<file path="src/rtl/isk_pkg.sv">
// Shared types and constants for the indexed stack.
// Used by isk_decode, isk_cell and indexed_stack; depends on nothing else.
package isk_pkg;

   localparam int unsigned DEPTH   = 64;
   localparam int unsigned IDX_W   = 6;
   localparam int unsigned COUNT_W = 7;
   localparam int unsigned WORD_W  = 32;
   localparam int unsigned CMD_W   = 3;

   typedef logic [WORD_W-1:0]  word_type;
   typedef logic [IDX_W-1:0]   idx_type;
   typedef logic [COUNT_W-1:0] count_type;

   typedef enum logic [CMD_W-1:0] {
      CMD_PUSH      = 3'd0,
      CMD_POP       = 3'd1,
      CMD_READ_TOP  = 3'd2,
      CMD_READ_AT   = 3'd3,
      CMD_INSERT_AT = 3'd4,
      CMD_DELETE_AT = 3'd5
   } command_type;

   typedef enum logic [1:0] {
      STATUS_OK    = 2'd0,
      STATUS_EMPTY = 2'd1,
      STATUS_FULL  = 2'd2,
      STATUS_RANGE = 2'd3
   } status_type;

   typedef struct packed {
      logic       ins_en;
      logic       del_en;
      idx_type    pos;
      logic       rd_en;
      idx_type    rpos;
      count_type  count_next;
      status_type status;
   } ctrl_type;

endpackage

</file>
<file path="src/rtl/isk_cell.sv">
// One storage slot of the stack, which loads a new word or a neighbor's word
// when entries shift. Depends on isk_pkg.
module isk_cell import isk_pkg::*; #(
   parameter int unsigned SLOT = 0
) (
   input  logic     clock,
   input  logic     advance,
   input  ctrl_type ctrl,
   input  word_type new_word,
   input  word_type below_word,
   input  word_type above_word,
   output word_type entry
);

   localparam idx_type SLOT_IDX = IDX_W'(SLOT);

   word_type entry_ff;
   word_type entry_in;

   always_comb begin
      entry_in = entry_ff;
      if (ctrl.ins_en && (SLOT_IDX > ctrl.pos)) begin
         entry_in = below_word;
      end else if (ctrl.ins_en && (SLOT_IDX == ctrl.pos)) begin
         entry_in = new_word;
      end else if (ctrl.del_en && (SLOT_IDX >= ctrl.pos)) begin
         entry_in = above_word;
      end
   end

   always_ff @(posedge clock) begin
      if (advance) begin
         entry_ff <= entry_in;
      end
   end

   assign entry = entry_ff;

endmodule

</file>
<file path="config.mk">
export PLATFORM = sky130hd
export DESIGN_NAME = isk_cell
export DESIGN_NICKNAME = d
export VERILOG_FILES = /design/src/rtl/isk_pkg.sv /design/src/rtl/isk_cell.sv
export SDC_FILE = /design/constraint.sdc
export NUM_CORES = 1
export LEC_CHECK = 0
export BUFFER_PORTS_ARGS = -buffer_cell sky130_fd_sc_hd__buf_2
export CORE_ASPECT_RATIO = 1.4
export CORE_UTILIZATION = 32
export CTS_BUF_LIST = sky130_fd_sc_hd__clkbuf_4 sky130_fd_sc_hd__clkbuf_8 sky130_fd_sc_hd__clkbuf_16
export CTS_CLUSTER_DIAMETER = 120
export DETAILED_ROUTE_END_ITERATION = 12
export GPL_ROUTABILITY_DRIVEN = 0
export PLACE_DENSITY = 0.84
export SLEW_MARGIN = 25
export SYNTH_ARGS = -nofsm -noshare
export SYNTH_HDL_FRONTEND = slang
export SYNTH_SLANG_ARGS = --single-unit
export TNS_END_PERCENT = 1
</file>
<file path="constraint.sdc">
create_clock -name clock -period 1.6 [get_ports clock]
set_input_delay 0.08 -clock clock [delete_from_list [all_inputs] [get_ports clock]]
set_output_delay 0.08 -clock clock [all_outputs]
set_load 0.1 [all_outputs]
</file>
Yosys cells after proc, flatten, opt, wreduce, memory -nomap -nowiden
Index checks and enable logic that the tools add are counted.
{"block": "totals", "ff_bits": 32, "input_bits": 122, "wordCells": 12}
{"block": "op_classes", "n_lt_le_gt_ge": 2, "muxes": 3, "reduce_logical": 6}
{"op": "2-to-1 mux 32 bit", "count": 3}
{"op": "greater-or-equal comparator 1 x 6 -> 1 bit (first input constant)", "count": 1}
{"op": "> comparator 1 x 6 -> 1 bit (first input constant)", "count": 1}
{"op": "zero test 6 bit", "count": 1}
{"op": "logical AND 1 bit", "count": 3}
{"op": "nonzero test 3 bit", "count": 1}
{"op": "AND reduction 2 bit", "count": 1}

Logic depth before layout (Yosys ltp)
{"block": "logic_depth", "word_depth": 5, "mapped_depth": 4}

Least setup slack after synthesis
OpenSTA, ideal clock, no wires.
{"block": "synth_timing", "kind": "input-to-reg", "from": "input port ctrl[21] (netlist name)", "to": "register entry_ff[0], in the netlist entry[0], enable pin", "setup_time_ps": 391, "arrival_time_ps": 1265, "t_required_ps": 1209, "path_slack_ps": -56, "path_stages": 2, "path_cell_list": "nor4_4 > o2111a_1"}
{"block": "synth_via", "elab_chain_len": 4}
{"element": "start: declaration", "line_no": "isk_cell.sv:8", "source": "input ctrl_type ctrl,"}
{"element": "> comparator 1 x 6 -> 1 bit, or another cell as far along", "line_no": "isk_cell.sv:22", "source": "if (ctrl.ins_en && (SLOT_IDX > ctrl.pos)) begin"}
{"element": "logical AND 1 bit (on tied branches)", "line_no": "isk_cell.sv:22, isk_cell.sv:24, isk_cell.sv:26"}
{"element": "nonzero test 3 bit (no source line) *"}
{"element": "AND reduction 2 bit (no source line) *"}
{"element": "end signal: assignment", "line_no": "isk_cell.sv:33", "source": "entry_ff <= entry_in;"}
{"element": "end: declaration", "line_no": "isk_cell.sv:17", "source": "word_type entry_ff;"}
Mark *: on every way between the ends. The rest lies on a longest branch, timed or not.
A chain may end at the register's enable or synchronous reset.

Worst setup path in the final report
{"block": "layout_timing", "from": "input port ctrl[21] (netlist name)", "to": "register entry_ff[11], in the netlist entry[11], data pin"}
{"block": "layout_via", "elab_chain_len": 4}
{"element": "parallel branches: the longest is 3 deep, another holds > comparator 1 x 6 -> 1 bit"}
{"element": "2-to-1 mux 32 bit *", "line_no": "isk_cell.sv:22"}
{"element": "net entry_in[11]", "line_no": "isk_cell.sv:18", "source": "word_type entry_in;"}
Mark *: on every way through the listed nets, which the timed path passes.

==> metrics.txt <==
run status=finished, final reports clean; Crit path largest cell delay=320 ps; Final Non-Filler Cells=244; routed via count=1055; fill count=389; antenna violations before repair=0; drt drc=0; period utilization=72.47%; post-route antenna net violation count=0; I/O Buffers=105; cell area after layout=2206 um2; global route overflow=0; RSZ-0062 raised after global routing=false; hold_ws=104.3 ps; Clock Path Buffers=2; Clk Tree Root Cell=clkbuf_8; Die W=60.13 um; Crit. Startpoint=ctrl[21]; DP Worst Slack=148.5 ps; most frequent cells in the layout=105 x buf_2, 32 x edfxtp_1, 30 x mux2_4; Peak VDD IR=450.0 uV; post-synthesis sequential area ratio=63.47%; Detailed Route WL=2917 um; share of layout cells above drive strength 1=81.87%; CTS resizes=0; CP Capture Type=flip-flop; # IOs=154; cells after synthesis=71; Initial Util=33.38%; drt pass-1 iters=3; worst setup path endpoint=entry[11]$_DFFE_PP_; ANT cells=0; post-layout util=48.63%; wire per inst=11.95 um; Req. time, crit path=1620 ps; CP arrival=1180 ps; DR iter-0 viols=13; post-synth cell types=8; vias in the first global route=1055; final hold violation count=0; Design Power=1.696 mW; hpwl dp=2243 um; total CTS buffers=5; area delta synth->final=45.70%; startpoint types=input port; Fmax=862.4 MHz; Syn Area/Cell=21.32 um2; Die Y=83.39 um; global-route wire length before repair=4519 um; max-cap check violation count=0; crit path cell chain=buf_2, nor4_4, nand3_2, buf_12, mux2_4; mapped cell area=1514 um2; CTS tree=built; final setup margin=440.4 ps; Rows=29; Least-Margin Pin Slew=511.0 ps; die area=5014 um2; critical path type=in -> reg; CTS H-tree depth=2; Core ar.=4536 um2; largest net degree at the start of global routing=33; Setup Viol. Count Final=0; Nets=304; TNS Setup=0 ps; DP Area=2125 um2; overall routing resource usage=12.68%; Worst slew margin=66.17%; Synth Register Bits=32; max reg flops=32; post-route minimum period=1160 ps; Post-CTS Hold Fix Bufs=0; syn nets=193; Yosys warning count=0; vias per inst=4.324; HP Class=in -> reg; clk sinks=32; Pleak=1.070 nW; CP max-delay cell=mux2_4; postcts setup bufs=0; PwrDens=768.7 nW/um2; Max Slew Vio Count=0; most common cell after layout, fill and taps aside=buf_2; DP Cell Count=237; clock slew at reported path FFs=60 ps; crit path max fanout=32
## cell usage after synthesis
cell type / n / area, um2
buf_6: 3 / 33.78
edfxtp_1: 32 / 960.9
mux2_2: 2 / 22.52
mux2_4: 30 / 450.4
nand3_2: 1 / 10.01
nor2_1: 1 / 3.750
nor4_4: 1 / 21.27
o2111a_1: 1 / 11.26
## report_power, final
part           switching (mW)  leakage [nW]  total, mW  internal (mW)
logic                  0.0769         0.737      0.200          0.123
registers            0.000903         0.288      0.929          0.928
clock network           0.256        0.0445      0.567          0.312
## kinds of logic after synthesis
| kind of cell | synth area share, % |
|---|---|
| DFF | 63.47 |
| AOI/OAI and AO/OA | 0.7437 |
| muxes | 31.24 |
| buffers and inverters | 2.231 |
| and+or+nand+nor | 2.314 |
## critical path: cells and delay by family
kind / cells / cell delay (ps)
muxes: 1 / 320
and+or+nand+nor: 2 / 450
buffers and inverters: 2 / 320
## how the worst min path moves through the flow
stage,to,cells past startpoint,from
after floorplan,entry[10]$_DFFE_PP_,1,above_word[10]
after global placement,entry[3]$_DFFE_PP_,2,new_word[3]
after detailed placement,entry[6]$_DFFE_PP_,2,new_word[6]
after CTS,entry[4]$_DFFE_PP_,2,new_word[4]
after global routing,entry[4]$_DFFE_PP_,2,new_word[4]
final,entry[4]$_DFFE_PP_,2,above_word[4]
## routing by layer
metal | routed length, um | track usage [%]
met4 | 71 | 6.977
met1 | 1166 | 13.70
met5 | 0 | 0
met2 | 1377 | 20.08
met3 | 301 | 5.452
## cell type report
class | count | area [um2] | area share, %
multi-input combinational | 36 | 520.5 | 23.60
timing repair buffer | 107 | 565.5 | 25.64
sequential | 32 | 960.9 | 43.56
tap | 62 | 77.57 | 3.517
clock inverter | 1 | 5.005 | 0.2269
clock buffer | 6 | 76.32 | 3.460
Power figures use the tool's default switching activity.
