--- config.mk ---
export PLATFORM = sky130hd
export DESIGN_NAME = isk_decode
export DESIGN_NICKNAME = d
export VERILOG_FILES = /design/src/rtl/isk_pkg.sv /design/src/rtl/isk_decode.sv
export SDC_FILE = /design/constraint.sdc
export NUM_CORES = 1
export LEC_CHECK = 0
export ABC_AREA = 1
export BUFFER_PORTS_ARGS = -buffer_cell sky130_fd_sc_hd__buf_2
export CAP_MARGIN = 20
export CORE_AREA = 2 2 57 86
export DETAILED_ROUTE_END_ITERATION = 6
export DIE_AREA = 0 0 59 88
export GPL_TIMING_DRIVEN = 0
export PLACE_DENSITY = 0.53
export SETUP_SLACK_MARGIN = 0.5
export SYNTH_ARGS = -nofsm -noshare
export SYNTH_HDL_FRONTEND = slang
export SYNTH_SLANG_ARGS = --single-unit
--- constraint.sdc ---
create_clock -name vclk -period 8.4
set_input_delay 2.52 -clock vclk [all_inputs]
set_output_delay 2.52 -clock vclk [all_outputs]
set_load 0.02 [all_outputs]
--- src/rtl/isk_pkg.sv ---
// Shared types and constants for the indexed stack.
// Used by isk_decode, isk_cell and indexed_stack; depends on nothing else.
package isk_pkg;

   localparam int unsigned DEPTH   = 64;
   localparam int unsigned IDX_W   = 6;
   localparam int unsigned COUNT_W = 7;
   localparam int unsigned WORD_W  = 32;
   localparam int unsigned CMD_W   = 3;

   typedef logic [WORD_W-1:0]  word_type;
   typedef logic [IDX_W-1:0]   idx_type;
   typedef logic [COUNT_W-1:0] count_type;

   typedef enum logic [CMD_W-1:0] {
      CMD_PUSH      = 3'd0,
      CMD_POP       = 3'd1,
      CMD_READ_TOP  = 3'd2,
      CMD_READ_AT   = 3'd3,
      CMD_INSERT_AT = 3'd4,
      CMD_DELETE_AT = 3'd5
   } command_type;

   typedef enum logic [1:0] {
      STATUS_OK    = 2'd0,
      STATUS_EMPTY = 2'd1,
      STATUS_FULL  = 2'd2,
      STATUS_RANGE = 2'd3
   } status_type;

   typedef struct packed {
      logic       ins_en;
      logic       del_en;
      idx_type    pos;
      logic       rd_en;
      idx_type    rpos;
      count_type  count_next;
      status_type status;
   } ctrl_type;

endpackage

--- src/rtl/isk_decode.sv ---
// Command decoder: checks a request against the entry count and yields the
// shift, read and count controls plus the status. Depends on isk_pkg.
module isk_decode import isk_pkg::*; (
   input  logic [CMD_W-1:0] command,
   input  idx_type          index,
   input  count_type        count,
   output ctrl_type         ctrl
);

   logic      full;
   logic      empty;
   count_type idx_ext;
   count_type count_inc;
   count_type count_dec;

   assign full      = (count == COUNT_W'(DEPTH));
   assign empty     = (count == '0);
   assign idx_ext   = {1'b0, index};
   assign count_inc = count + 1'b1;
   assign count_dec = count - 1'b1;

   always_comb begin
      ctrl            = '0;
      ctrl.count_next = count;
      ctrl.status     = STATUS_OK;
      case (command_type'(command))
         CMD_PUSH: begin
            if (full) begin
               ctrl.status = STATUS_FULL;
            end else begin
               ctrl.ins_en     = 1'b1;
               ctrl.pos        = count[IDX_W-1:0];
               ctrl.count_next = count_inc;
            end
         end
         CMD_POP: begin
            if (empty) begin
               ctrl.status = STATUS_EMPTY;
            end else begin
               ctrl.count_next = count_dec;
            end
         end
         CMD_READ_TOP: begin
            if (empty) begin
               ctrl.status = STATUS_EMPTY;
            end else begin
               ctrl.rd_en = 1'b1;
               ctrl.rpos  = count_dec[IDX_W-1:0];
            end
         end
         CMD_READ_AT: begin
            if (idx_ext >= count) begin
               ctrl.status = STATUS_RANGE;
            end else begin
               ctrl.rd_en = 1'b1;
               ctrl.rpos  = index;
            end
         end
         CMD_INSERT_AT: begin
            if (idx_ext > count) begin
               ctrl.status = STATUS_RANGE;
            end else if (full) begin
               ctrl.status = STATUS_FULL;
            end else begin
               ctrl.ins_en     = 1'b1;
               ctrl.pos        = index;
               ctrl.count_next = count_inc;
            end
         end
         CMD_DELETE_AT: begin
            if (empty) begin
               ctrl.status = STATUS_EMPTY;
            end else if (idx_ext >= count) begin
               ctrl.status = STATUS_RANGE;
            end else begin
               ctrl.del_en     = 1'b1;
               ctrl.pos        = index;
               ctrl.count_next = count_dec;
            end
         end
         default: begin
         end
      endcase
   end

endmodule

* Word level (Yosys, flattened, before mapping)
Index checks and enable logic that the tools add are counted.
** Storage, ports and cells
- Bits in registers :: 0
- Input port bits :: 16
- Output and inout port bits :: 24
- Word-level logic and storage cells :: 37
** Cells by class
- Add/sub/neg operators :: 2
- Order comparisons :: 2
- Eq/ne operators :: 6
- Muxes and demuxes :: 24
- Reductions and logical operators :: 3
** Operators with widths (count)
- 7-bit 2-to-1 mux :: 8
- 7-bit one-hot mux with 4 select lines :: 1
- 6-bit 2-to-1 mux :: 3
- 6-bit one-hot mux with 3 select lines :: 1
- 7-bit one-hot mux with 2 select lines :: 1
- 2-bit one-hot mux with 5 select lines :: 1
- 2-bit 2-to-1 mux :: 4
- 7-bit by 1-bit adder with 7-bit output (second input constant) :: 1
- 7-bit equality test (second input constant) :: 1
- 6-bit by 7-bit >= comparator with 1-bit output :: 1
- 6-bit by 7-bit greater-than comparator with 1-bit output :: 1
- 7-bit zero test :: 1
- 7-bit by 1-bit subtractor with 7-bit output (second input constant) :: 1
- 3-bit by 2-bit equality test with 1-bit output (second input constant) :: 2
- 3-bit equality test (second input constant) :: 2
- 1-bit 2-to-1 mux :: 4
- 3-bit by 1-bit equality test with 1-bit output (second input constant) :: 1
- 3-bit zero test :: 1
- 1-bit one-hot mux with 2 select lines :: 1
- 2-bit OR reduction :: 1

* Longest topological paths before layout
- Depth in word-level cells :: 4
- Depth in mapped cells :: 12
- Gate-level depth less buffers :: 12

* Worst setup path before layout
OpenSTA, ideal clock, no wires.
- Kind :: input to output
- Start point :: input count[2]
- End point :: output ctrl[7] in the netlist's numbering
- Arrival :: 4191 ps
- Required time :: 5880 ps
- Path slack :: 1689 ps
- Stages on the path :: 12
- Buffers on the path :: 1
- Cells stage by stage :: buf_2 -> inv_1 -> ha_1 -> a21oi_1 -> nand2_1 -> nand2_1 -> nand2_4 -> nand2_2 -> nand3_1 -> nand2_1 -> nand3_1 -> nand3_1
** RTL lines
- from (decl) :: line isk_decode.sv:6 : input count_type count,
- to (decl) :: line isk_decode.sv:7 : output ctrl_type ctrl

==> results.sh <==
export IMPL_viasPerCell=5.144
export IMPL_finalSetupViolCount=0
export IMPL_grt_pass1_vias=1380
export IMPL_grt_pass1_wl_um=6479
export IMPL_drtPass1Iterations=4
export IMPL_final_cell_mix="nand2_1 (66), buf_2 (41), nand3_1 (30)"
export IMPL_cts_resized=0
export IMPL_fmax_ghz=0.1409
export IMPL_antenna_found_initial=0
export IMPL_seq_area_um2=0
export IMPL_start_util_pct=24.18
export IMPL_ant_nets=0
export IMPL_final_common_cell="nand2_1"
export IMPL_maxCapViolations=0
export IMPL_area_growth_pct=22.90
export IMPL_fin_tns_setup_ps=0
export IMPL_peakVddDrop_v=0.00002161
export IMPL_gr_total_overflow=0
export IMPL_diodes=0
export IMPL_start_kind="input pin"
export IMPL_synth_fp_nets=232
export IMPL_dp_hpwl_um=3453
export IMPL_track_usage_pct=15.96
export IMPL_final_nets=271
export IMPL_fp_coreArea_um2=4429
export IMPL_finalHoldViolations=0
export IMPL_totalWireLength_um=4126
export IMPL_post_route_drc_count=0
export IMPL_yosysWarnings=0
export IMPL_p_per_area_nw_per_um2=59.49
export IMPL_slew_viol_final=0
export IMPL_period_needed_ps=7099
export IMPL_grt_setup_unrepaired="no"
export IMPL_critPathLaunch="count[0]"
export IMPL_num_fill_cells=532
export IMPL_initialDrtViolationCount=61
export IMPL_portBuffers=37
export IMPL_slew_headroom_pct=58.34
export IMPL_syn_avg_cell_area_um2=5.199
export IMPL_path_class="in2out"
export IMPL_rows=30
export IMPL_ios=40
export IMPL_cp_arrival_ps=4580
export IMPL_critPathMaxFanout=10
export IMPL_seq_cell_count=0
export IMPL_yosysSeqAreaShare_pct=0
export IMPL_gp_congestion=0.9930
export IMPL_leakagePower_nw=0.7712
export IMPL_crit_required_ps=5880
export IMPL_hold_ws_ps=5366
export IMPL_period_share_pct=84.51
export IMPL_hold_path_class="in2out"
export IMPL_syn_cell_area_um2=1071
export IMPL_cts_setup_buffers=0
export IMPL_min_to="ctrl[16]"
export IMPL_multiInputGateArea_um2=938.4
export IMPL_drive_above_1_share_pct=22.63
export IMPL_hold_start="index[0]"
export IMPL_nClkBuffers=0
export IMPL_die_h_um=88
export IMPL_synthCells=206
export IMPL_end_kind="primary output"
export IMPL_grt_start_max_net_pins=11
export IMPL_routedWlPerCell_um=14.18
export IMPL_hold_buffers=0
export IMPL_yosys_cell_types_count=26
export IMPL_whs_path_depth=4
export IMPL_die_x_um=59
export IMPL_status="completed"
export IMPL_vias=1497
export IMPL_dieArea_um2=5192
export IMPL_tightest_slew_ps=622.7
cell type report:
cell class / instances / share of cell area, %
Buffer: 4 / 1.521
Tap cell: 48 / 4.563
Timing Repair Buffer: 37 / 14.07
Inverter: 30 / 8.555
Multi-Input combinational cell: 172 / 71.29
cells in the mapped netlist:
library cell,number,share of area (%)
a21oi_1,2,0.93
a21oi_4,1,1.5
buf_2,4,1.9
ha_1,10,12
inv_1,27,9.5
inv_2,3,1.1
nand2_1,66,23
nand2_2,2,1.2
nand2_4,1,1.1
nand3_1,30,14
nand3_4,1,1.6
nand3b_1,1,0.70
nand4_1,13,7.6
nand4_2,1,1.2
nor2_1,14,4.9
nor2_2,2,1.2
nor2_8,1,1.9
nor3_1,1,0.47
o2111ai_1,1,0.82
o21ai_0,4,1.9
o21ai_1,12,5.6
o21bai_1,1,0.70
o22ai_1,2,1.2
or2_2,2,1.2
xnor2_1,1,0.82
xor2_1,3,2.5
critical path, stage by stage:
cell and delay [ps]:
buf_2 140, inv_1 150, ha_1 320, nand4_2 280
buf_2 290, ha_1 280, or2_2 290, nand2_1 70
nor2_1 40, nand2_1 40, buf_2 150
stage by stage:
stage / setup slack (ps) / cells / total power [W] / util, % / cell area, µm²
finish: 1301 / 291 / 0.00007830 / 29.72 / 1316
global route: 1160 / 291 / 0.00008740 / 29.72 / 1316
CTS: 1322 / 291 / 0.00007884 / 29.72 / 1316
detailed placement: 1328 / 291 / 0.00007849 / 29.72 / 1316
global placement: 1306 / 291 / 0.00007845 / 29.72 / 1316
floorplan: 1689 / 206 / 0.00005290 / - / 1071
kinds of logic after synthesis:
family	Yosys count	share of synthesized area, %
AND/OR/NAND/NOR	135	60.05
adder cells (fa/ha/maj)	10	11.68
buffers and inverters	34	12.38
XOR/XNOR	4	3.272
AO/OA/AOI/OAI	23	12.62
routing by layer:
layer | global-route usage, % | share of wire, %
met1 | 18.49 | 39
met2 | 30.81 | 53
met3 | 0.5908 | 5.3
met4 | 4.339 | 2.6
met5 | 0 | 0
how the worst max path moves through the flow:
stage / endpoint / slack (ps) / cells past startpoint
after CTS: ctrl[2] / 1320 / 11
after detailed placement: ctrl[2] / 1330 / 11
after global routing: ctrl[17] / 1160 / 13
after global placement: ctrl[2] / 1310 / 11
final: ctrl[2] / 1300 / 11
after floorplan: ctrl[7] / 1690 / 12
report_power, final:
part	internal, W	total [W]	switching (W)
Sequential	0	0	0
Combinational	0.0000253	0.0000783	0.0000530
Clock	0	0	0
Note: power is estimated with default switching activity, not from simulation.
